## config.mk

```make
export PLATFORM = sky130hd
export DESIGN_NAME = input_binding_edge_tracker_unit
export DESIGN_NICKNAME = d
export VERILOG_FILES = /design/src/rtl/ibet_pkg.sv /design/src/rtl/ibet_ctrl.sv /design/src/rtl/ibet_dp.sv /design/src/rtl/input_binding_edge_tracker_unit.sv
export SDC_FILE = /design/constraint.sdc
export NUM_CORES = 2
export LEC_CHECK = 0
export CAP_MARGIN = 15
export CORE_MARGIN = 1.5
export CORE_UTILIZATION = 40
export DETAILED_ROUTE_END_ITERATION = 16
export DONT_BUFFER_PORTS = 1
export PLACE_DENSITY_LB_ADDON = 0.2
export SETUP_SLACK_MARGIN = 0.5
export SLEW_MARGIN = 20
export SYNTH_ARGS = -nofsm -noshare
export SYNTH_HDL_FRONTEND = slang
export SYNTH_HIERARCHICAL = 1
export SYNTH_SLANG_ARGS = --single-unit
```

## constraint.sdc

```tcl
create_clock -name clk -period 13.9 [get_ports clk]
set_input_delay 2.085 -clock clk [delete_from_list [all_inputs] [get_ports clk]]
set_output_delay 2.085 -clock clk [all_outputs]
set_load 0.05 [all_outputs]
```

## src/rtl/ibet_pkg.sv

```systemverilog
package ibet_pkg;

	// Field widths of one transaction
	localparam int OP_W    = 3;
	localparam int KEY_W   = 32;
	localparam int BTN_W   = 5;
	localparam int STICK_W = 8;
	localparam int AXIS_W  = 3;
	localparam int VAL_W   = 16;
	localparam int THR_W   = 16;
	localparam int OUT_W   = 32;

	// Threshold register value after reset
	localparam logic [THR_W-1:0] THR_RESET = 16'd8000;

	// Default sizes
	localparam int DEF_NUM_BUTTONS = 32;
	localparam int DEF_KEY_SLOTS   = 16;
	localparam int DEF_STICK_SLOTS = 8;

	// Operation codes
	localparam logic [OP_W-1:0] OP_FRAME_CLR  = 3'd0;
	localparam logic [OP_W-1:0] OP_KEY_DOWN   = 3'd1;
	localparam logic [OP_W-1:0] OP_KEY_UP     = 3'd2;
	localparam logic [OP_W-1:0] OP_BTN_DOWN   = 3'd3;
	localparam logic [OP_W-1:0] OP_BTN_UP     = 3'd4;
	localparam logic [OP_W-1:0] OP_AXIS       = 3'd5;
	localparam logic [OP_W-1:0] OP_BIND_KEY   = 3'd6;
	localparam logic [OP_W-1:0] OP_BIND_STICK = 3'd7;

	// Commands from the controller to the datapath
	typedef struct packed {
		logic capture;
		logic execute;
	} ibet_cmd_t;

endpackage

```

## src/rtl/ibet_ctrl.sv

```systemverilog
module ibet_ctrl
	import ibet_pkg::*;
(
	input  logic      clk,
	input  logic      arst_n,
	input  logic      in_valid,
	output logic      in_ready,
	output logic      out_valid,
	input  logic      out_ready,
	output ibet_cmd_t cmd
);

	localparam logic ST_IDLE = 1'b0;
	localparam logic ST_EXEC = 1'b1;

	logic state_q;
	logic state_d;
	logic out_valid_q;
	logic exec_go;

	// Take a transaction only when no item is in flight
	assign in_ready = (state_q == ST_IDLE);
	assign exec_go  = (state_q == ST_EXEC) && (!out_valid_q || out_ready);

	assign cmd.capture = in_valid && in_ready;
	assign cmd.execute = exec_go;
	assign out_valid   = out_valid_q;

	// Next state
	always_comb begin
		state_d = state_q;
		unique case (state_q)
			ST_IDLE: begin
				if (cmd.capture) state_d = ST_EXEC;
			end
			ST_EXEC: begin
				if (exec_go) state_d = ST_IDLE;
			end
			default: state_d = ST_IDLE;
		endcase
	end

	// Hold state and result valid
	always_ff @(posedge clk or negedge arst_n) begin
		if (!arst_n) begin
			state_q     <= ST_IDLE;
			out_valid_q <= 1'b0;
		end else begin
			state_q <= state_d;
			if (exec_go) begin
				out_valid_q <= 1'b1;
			end else if (out_ready) begin
				out_valid_q <= 1'b0;
			end
		end
	end

endmodule

```

## src/rtl/ibet_dp.sv

```systemverilog
module ibet_dp
	import ibet_pkg::*;
#(
	parameter int NUM_BUTTONS = DEF_NUM_BUTTONS,
	parameter int KEY_SLOTS   = DEF_KEY_SLOTS,
	parameter int STICK_SLOTS = DEF_STICK_SLOTS
) (
	input  logic                     clk,
	input  logic                     arst_n,
	input  ibet_cmd_t                cmd,
	input  logic                     cfg_wr_en,
	input  logic [THR_W-1:0]         cfg_wr_data,
	input  logic [OP_W-1:0]          op,
	input  logic [KEY_W-1:0]         key_code,
	input  logic [BTN_W-1:0]         button,
	input  logic [STICK_W-1:0]       stick_id,
	input  logic [AXIS_W-1:0]        axis,
	input  logic signed [VAL_W-1:0]  axis_value,
	input  logic                     direction,
	output logic [OUT_W-1:0]         held_bits,
	output logic [OUT_W-1:0]         pressed_bits,
	output logic [OUT_W-1:0]         released_bits,
	output logic                     bind_status
);

	localparam int FLAG_W = (NUM_BUTTONS > OUT_W) ? OUT_W : NUM_BUTTONS;
	localparam int MAG_W  = VAL_W + 1;

	// Item registers
	logic [OP_W-1:0]         op_q;
	logic [KEY_W-1:0]        key_q;
	logic [BTN_W-1:0]        btn_q;
	logic [STICK_W-1:0]      stick_q;
	logic [AXIS_W-1:0]       axis_q;
	logic signed [VAL_W-1:0] val_q;
	logic                    dir_q;

	logic [THR_W-1:0]        thr_q;

	// Button flags
	logic [FLAG_W-1:0] held_q, pressed_q, released_q;
	logic [FLAG_W-1:0] held_d, pressed_d, released_d;

	// Binding tables
	logic [KEY_SLOTS-1:0]   key_vld_q;
	logic [KEY_W-1:0]       tbl_key_q  [KEY_SLOTS];
	logic [BTN_W-1:0]       tbl_kbtn_q [KEY_SLOTS];
	logic [STICK_SLOTS-1:0] st_vld_q;
	logic [STICK_W-1:0]     st_id_q    [STICK_SLOTS];
	logic [AXIS_W-1:0]      st_ax_q    [STICK_SLOTS];
	logic                   st_sign_q  [STICK_SLOTS];
	logic [BTN_W-1:0]       st_btn_q   [STICK_SLOTS];

	// Lookup results
	logic [KEY_SLOTS-1:0]   key_hit, key_free, key_we;
	logic [STICK_SLOTS-1:0] st_axis_hit, st_bind_hit, st_press_hit, st_free, st_we;
	logic [BTN_W-1:0]       key_btn, st_btn;
	logic [FLAG_W-1:0]      axis_rel_m;
	logic                   neg;
	logic [MAG_W-1:0]       mag;
	logic                   over_thr;

	logic [FLAG_W-1:0]      press_m, rel_m;
	logic                   clr;
	logic                   key_full, st_full, status_d;
	logic [OUT_W-1:0]       held_w, pressed_w, released_w;

	function automatic logic [FLAG_W-1:0] btn_mask(input logic [BTN_W-1:0] b);
		logic [FLAG_W-1:0] m;
		for (int j = 0; j < FLAG_W; j++) begin
			m[j] = (b == BTN_W'(j));
		end
		return m;
	endfunction

	// Compare the tables in parallel
	always_comb begin
		key_btn = '0;
		for (int i = 0; i < KEY_SLOTS; i++) begin
			key_hit[i] = key_vld_q[i] && (tbl_key_q[i] == key_q);
			if (key_hit[i]) key_btn = key_btn | tbl_kbtn_q[i];
		end
	end

	assign neg      = val_q[VAL_W-1];
	assign mag      = neg ? ((MAG_W'(1) << VAL_W) - {1'b0, val_q}) : {1'b0, val_q};
	assign over_thr = (mag >= {1'b0, thr_q});

	always_comb begin
		st_btn     = '0;
		axis_rel_m = '0;
		for (int i = 0; i < STICK_SLOTS; i++) begin
			st_axis_hit[i]  = st_vld_q[i] && (st_id_q[i] == stick_q) && (st_ax_q[i] == axis_q);
			st_bind_hit[i]  = st_axis_hit[i] && (st_sign_q[i] == dir_q);
			st_press_hit[i] = st_axis_hit[i] && (st_sign_q[i] == !neg);
			if (st_press_hit[i]) st_btn = st_btn | st_btn_q[i];
			if (st_axis_hit[i]) axis_rel_m = axis_rel_m | btn_mask(st_btn_q[i]);
		end
	end

	// Pick the slot a bind writes: its own entry, else the lowest free one
	assign key_free = ~key_vld_q;
	assign st_free  = ~st_vld_q;
	assign key_we   = (|key_hit) ? key_hit : (key_free & (~key_free + 1'b1));
	assign st_we    = (|st_bind_hit) ? st_bind_hit : (st_free & (~st_free + 1'b1));
	assign key_full = ~|key_we;
	assign st_full  = ~|st_we;

	// Decode the operation into press and release masks, frame clear and bind status
	always_comb begin
		press_m  = '0;
		rel_m    = '0;
		clr      = 1'b0;
		status_d = 1'b0;
		unique case (op_q)
			OP_FRAME_CLR:  clr = 1'b1;
			OP_KEY_DOWN:   if (|key_hit) press_m = btn_mask(key_btn);
			OP_KEY_UP:     if (|key_hit) rel_m = btn_mask(key_btn);
			OP_BTN_DOWN:   press_m = btn_mask(btn_q);
			OP_BTN_UP:     rel_m = btn_mask(btn_q);
			OP_AXIS: begin
				if (over_thr) begin
					if (|st_press_hit) press_m = btn_mask(st_btn);
				end else begin
					rel_m = axis_rel_m;
				end
			end
			OP_BIND_KEY:   status_d = key_full;
			OP_BIND_STICK: status_d = st_full;
			default:       clr = 1'b0;
		endcase
	end

	// Next flag values
	always_comb begin
		held_d     = (held_q | press_m) & ~rel_m;
		pressed_d  = clr ? '0 : ((pressed_q | (press_m & ~held_q)) & ~rel_m);
		released_d = clr ? '0 : ((released_q & ~press_m) | rel_m);
		held_w     = '0;
		pressed_w  = '0;
		released_w = '0;
		held_w[FLAG_W-1:0]     = held_d;
		pressed_w[FLAG_W-1:0]  = pressed_d;
		released_w[FLAG_W-1:0] = released_d;
	end

	// Capture the item
	always_ff @(posedge clk) begin
		if (cmd.capture) begin
			op_q    <= op;
			key_q   <= key_code;
			btn_q   <= button;
			stick_q <= stick_id;
			axis_q  <= axis;
			val_q   <= axis_value;
			dir_q   <= direction;
		end
	end

	// Threshold register, flags and valid bits
	always_ff @(posedge clk or negedge arst_n) begin
		if (!arst_n) begin
			thr_q      <= THR_RESET;
			held_q     <= '0;
			pressed_q  <= '0;
			released_q <= '0;
			key_vld_q  <= '0;
			st_vld_q   <= '0;
		end else begin
			if (cfg_wr_en) thr_q <= cfg_wr_data;
			if (cmd.execute) begin
				held_q     <= held_d;
				pressed_q  <= pressed_d;
				released_q <= released_d;
				if (op_q == OP_BIND_KEY) key_vld_q <= key_vld_q | key_we;
				if (op_q == OP_BIND_STICK) st_vld_q <= st_vld_q | st_we;
			end
		end
	end

	// Table payload
	always_ff @(posedge clk) begin
		if (cmd.execute && (op_q == OP_BIND_KEY)) begin
			for (int i = 0; i < KEY_SLOTS; i++) begin
				if (key_we[i]) begin
					tbl_key_q[i]  <= key_q;
					tbl_kbtn_q[i] <= btn_q;
				end
			end
		end
		if (cmd.execute && (op_q == OP_BIND_STICK)) begin
			for (int i = 0; i < STICK_SLOTS; i++) begin
				if (st_we[i]) begin
					st_id_q[i]   <= stick_q;
					st_ax_q[i]   <= axis_q;
					st_sign_q[i] <= dir_q;
					st_btn_q[i]  <= btn_q;
				end
			end
		end
	end

	// Result register
	always_ff @(posedge clk) begin
		if (cmd.execute) begin
			held_bits     <= held_w;
			pressed_bits  <= pressed_w;
			released_bits <= released_w;
			bind_status   <= status_d;
		end
	end

endmodule

```

## src/rtl/input_binding_edge_tracker_unit.sv

```systemverilog
// Channel   | Handshake               | Payload
// ----------+-------------------------+-----------------------------------------------
// input     | in_valid / in_ready     | op, key_code, button, stick_id, axis,
//           |                         | axis_value, direction
// result    | out_valid / out_ready   | held_bits, pressed_bits, released_bits,
//           |                         | bind_status
// config    | cfg_wr_en (no wait)     | cfg_wr_data = stick_threshold
//
// Each transaction is first captured into the item registers; then the key and stick
// tables are compared in parallel and the flags and result register update.
// A new item is taken the cycle after the result is written.
// Reset clears all flags and table valid bits and sets the threshold to 8000.
// A result not yet taken stalls execution of the next item, not its capture.
module input_binding_edge_tracker_unit
	import ibet_pkg::*;
#(
	parameter int NUM_BUTTONS = DEF_NUM_BUTTONS,
	parameter int KEY_SLOTS   = DEF_KEY_SLOTS,
	parameter int STICK_SLOTS = DEF_STICK_SLOTS
) (
	input  logic                    clk,
	input  logic                    arst_n,
	input  logic                    cfg_wr_en,
	input  logic [THR_W-1:0]        cfg_wr_data,
	input  logic                    in_valid,
	output logic                    in_ready,
	input  logic [OP_W-1:0]         op,
	input  logic [KEY_W-1:0]        key_code,
	input  logic [BTN_W-1:0]        button,
	input  logic [STICK_W-1:0]      stick_id,
	input  logic [AXIS_W-1:0]       axis,
	input  logic signed [VAL_W-1:0] axis_value,
	input  logic                    direction,
	output logic                    out_valid,
	input  logic                    out_ready,
	output logic [OUT_W-1:0]        held_bits,
	output logic [OUT_W-1:0]        pressed_bits,
	output logic [OUT_W-1:0]        released_bits,
	output logic                    bind_status
);

	ibet_cmd_t cmd;

	ibet_ctrl u_ctrl (
		.clk       (clk),
		.arst_n    (arst_n),
		.in_valid  (in_valid),
		.in_ready  (in_ready),
		.out_valid (out_valid),
		.out_ready (out_ready),
		.cmd       (cmd)
	);

	ibet_dp #(
		.NUM_BUTTONS (NUM_BUTTONS),
		.KEY_SLOTS   (KEY_SLOTS),
		.STICK_SLOTS (STICK_SLOTS)
	) u_dp (
		.clk           (clk),
		.arst_n        (arst_n),
		.cmd           (cmd),
		.cfg_wr_en     (cfg_wr_en),
		.cfg_wr_data   (cfg_wr_data),
		.op            (op),
		.key_code      (key_code),
		.button        (button),
		.stick_id      (stick_id),
		.axis          (axis),
		.axis_value    (axis_value),
		.direction     (direction),
		.held_bits     (held_bits),
		.pressed_bits  (pressed_bits),
		.released_bits (released_bits),
		.bind_status   (bind_status)
	);

	// One item in flight: no capture right after a capture
	a_one_in_flight: assert property (@(posedge clk) disable iff (!arst_n)
		(in_valid && in_ready) |=> !in_ready)
		else $error("second transaction accepted while one is in flight");

	// A newly pressed button is always held
	a_pressed_held: assert property (@(posedge clk) disable iff (!arst_n)
		out_valid |-> ((pressed_bits & ~held_bits) == '0))
		else $error("pressed flag set on a button that is not held");

	// A released button is never held
	a_released_not_held: assert property (@(posedge clk) disable iff (!arst_n)
		out_valid |-> ((released_bits & held_bits) == '0))
		else $error("button both held and released");

endmodule

```

==> impl_metrics.tcl <==
set metrics [dict create \
    clkTransAtPathRegs_ns 0.06 \
    cts_setup_buffers 0 \
    worstPathMaxFanout 20 \
    synth_edf_count 893 \
    ios 188 \
    final_nets 4090 \
    synth-main-ff-cell "edfxtp_1" \
    drc 0 \
    worst_pin_slew_ns 1.18 \
    drt-initial-drc-count 3947 \
    numCtsBuffers 113 \
    post-route-period-util 0.389 \
    cellPowerDensity_mw_per_mm2 133 \
    first_pass_iters 7 \
    setup_viol 0 \
    port_buffers 0 \
    tns_ns 0 \
    vias_per_cell 5.96 \
    grt_pass1_vias 32400 \
    maxSlewViolCount 0 \
    clk-insertion-delay-late_ns 0.76 \
    cts_tree "done" \
    rsz0062_at_grt "no" \
    antenna_found_initial 11 \
    path_delay_family "simple AND/OR/NAND/NOR gates" \
    min_path_type "reg2reg" \
    avgSynthCellArea_sq_um 12.4 \
    critPathRequiredTime_ns 14.37 \
    dpl.hpwl_um 107000 \
    crit_path_start_kind "flop" \
    die_area_sq_mm 0.125 \
    mappedNetlistNets 4087 \
    max_cap_violations 0 \
    grt_overflow 0 \
    crit_chain "buf_4, inv_2, a222oi_1, nand3_1, nor4_2, a222oi_1, and4_1, and3_1, buf_4, nor2_1, a31oi_1, nand2_1, o21ba_2" \
    synthesis.area_sq_mm 0.0493 \
    num_rows 128 \
    design_area_sq_mm 0.0549 \
    fp.coreArea_sq_mm 0.122 \
    cts_buffer_depth 3 \
    start_util 0.404 \
    ir_drop_mv 0.121 \
    cpMaxStageDelayCell "edfxtp_1" \
    vias 34100 \
    final_antenna_net_count 0 \
    ctsResizeCount 0 \
    synth-seq-area-share 0.614 \
    yosysWarnings 6 \
    netlist_top_cells_area "edfxtp_1 (54%), xnor2_1 (7.0%), dfrtp_1 (6.7%), xor2_1 (2.4%), nand2_1 (2.1%)" \
    crit_path_end_kind "flop" \
    synthDistinctLibCells 97 \
    hold_viol 0 \
    skew_ns 0.0627 \
    syn_inst 3981 \
    placed_area_sq_mm 0.0510 \
    cts.htree.levels 3 \
    total_power_w 0.00729 \
    synth_top_area_frac 0.544 \
    cts_sinks 1031 \
    drt-wirelength-per-cell_um 28.4 \
    worstSetupPathType "reg2reg" \
    synthArstFlopShare 0.134 \
    yosysMostFrequentCell "edfxtp_1" \
    area_growth_pct 11.5 \
    reg2reg_slack_ns 8.50 \
    cp_data_arrival_time_ns 5.88 \
    root_buffer "clkbuf_16" \
    period_minus_slack_ns 5.41 \
    yosys.area.top_type "edfxtp_1" \
    dp_slack_ns 8.52 \
    die_h_um 354 \
    path_buf_inv 3 \
    grt_usage 0.254 \
    grt_max_degree 139 \
    drive_above_1_share 0.0994 \
    power_leakage_nw 18.1 \
    cts_hold_buf 0 \
    die-width_um 354 \
    grt_pass1_wl_um 232000 \
    fmax_mhz 185 \
    status "finished, final reports clean" \
    synthTopCellsByCount "edfxtp_1 (893), xnor2_1 (391), nand2_1 (275)" \
    place.gp.congestion 0.993 \
    worst_slack_ns 8.50 \
    crit_path_max_incr_delay_ns 0.81 \
    relSlewSlack 0.201 \
    routed_wl_um 162000 \
    ys_ff_latch 1031 \
]
-- flip-flops by register name, summed over array words and instances, names as in the netlist, 16 cells and up --
name / cells
u_dp/tbl_key_q: 512
u_dp/tbl_kbtn_q: 80
u_dp/st_id_q: 64
u_dp/st_btn_q: 40
u_dp/held_bits: 32
u_dp/held_q: 32
u_dp/key_q: 32
u_dp/pressed_bits: 32
u_dp/pressed_q: 32
u_dp/released_bits: 32
u_dp/released_q: 32
u_dp/st_ax_q: 24
u_dp/key_vld_q: 16
u_dp/thr_q: 16
u_dp/val_q: 16
-- final timing paths --
path                                     start               endpoint  cells past startpoint
max                              u_dp/key_q[3]  u_dp/pressed_bits[26]                     13
min                        u_dp/released_q[16]    u_dp/released_q[16]                      1
max reg2reg                      u_dp/key_q[3]  u_dp/pressed_bits[26]                     13
min reg2reg                u_dp/released_q[16]    u_dp/released_q[16]                      1
max in group asynchronous               arst_n       u_ctrl/out_valid                      0
min in group asynchronous               arst_n     u_dp/released_q[6]                      0
-- where the power goes --
| group | switching [W] | internal, W |
|---|---|---|
| logic | 0.000394 | 0.000167 |
| registers | 0.000183 | 0.00349 |
| clock network | 0.00129 | 0.00176 |
| total | 0.00187 | 0.00542 |
-- layout make-up --
cell class	instances	area, sq um
antenna	2	5.00
clock buffer	156	3100
clock inverter	59	711
fill	11100	67100
inverter	129	484
multi-input combinational	2596	17400
sequential	1031	30300
tap	1625	2030
timing repair buffer	113	946
-- cell families after synthesis --
| kind of cell | synth area share |
|---|---|
| XOR/XNOR | 0.0939 |
| buffers and inverters | 0.0356 |
| AND/OR/NAND/NOR | 0.142 |
| adder cells (fa/ha/maj) | 0.00432 |
| multiplexers | 0.000432 |
| AO/OA/AOI/OAI | 0.109 |
| flip-flops | 0.614 |
-- metrics by stage --
stage	hold WS, ns	cells	utilization
6_report	0.477	5711	0.450
3_3_place_gp	0.461	5488	0.418
5_1_grt	0.481	5709	0.450
4_1_cts	0.479	5705	0.449
3_5_place_dp	0.465	5490	0.418
2_1_floorplan	0.449	3981	-
-- per-layer routing --
layer / track usage / part of all wire / vias to the layer above
li1: - / - / 15000
met5: 0 / 0.00054 / -
met4: 0.0938 / 0.039 / 12
met2: 0.389 / 0.44 / 1629
met3: 0.0455 / 0.076 / 339
met1: 0.359 / 0.44 / 17000
-- layout by cell type, fill, tap and decap left out, types with 21 or more instances in the layout --
cell and instances:
edfxtp_1 893, xnor2_1 391, nand2_1 275, nor2_1 197
nand3_1 150, nand4_1 139, xor2_1 137, dfrtp_1 132
inv_1 120, clkbuf_16 113, buf_4 107, o21ai_0 106
a21oi_1 101, nand2b_1 85, nor3_1 84, o22ai_1 79
a31oi_1 74, nor4_1 70, a22oi_1 50, nor2b_1 36
nand3b_1 36, clkbuf_1 32, a21o_1 29, and3_1 28
o21a_1 26, and2_1 25, and4_1 24, or2_2 22
o221ai_1 21
(Power assumes the default switching activity.)
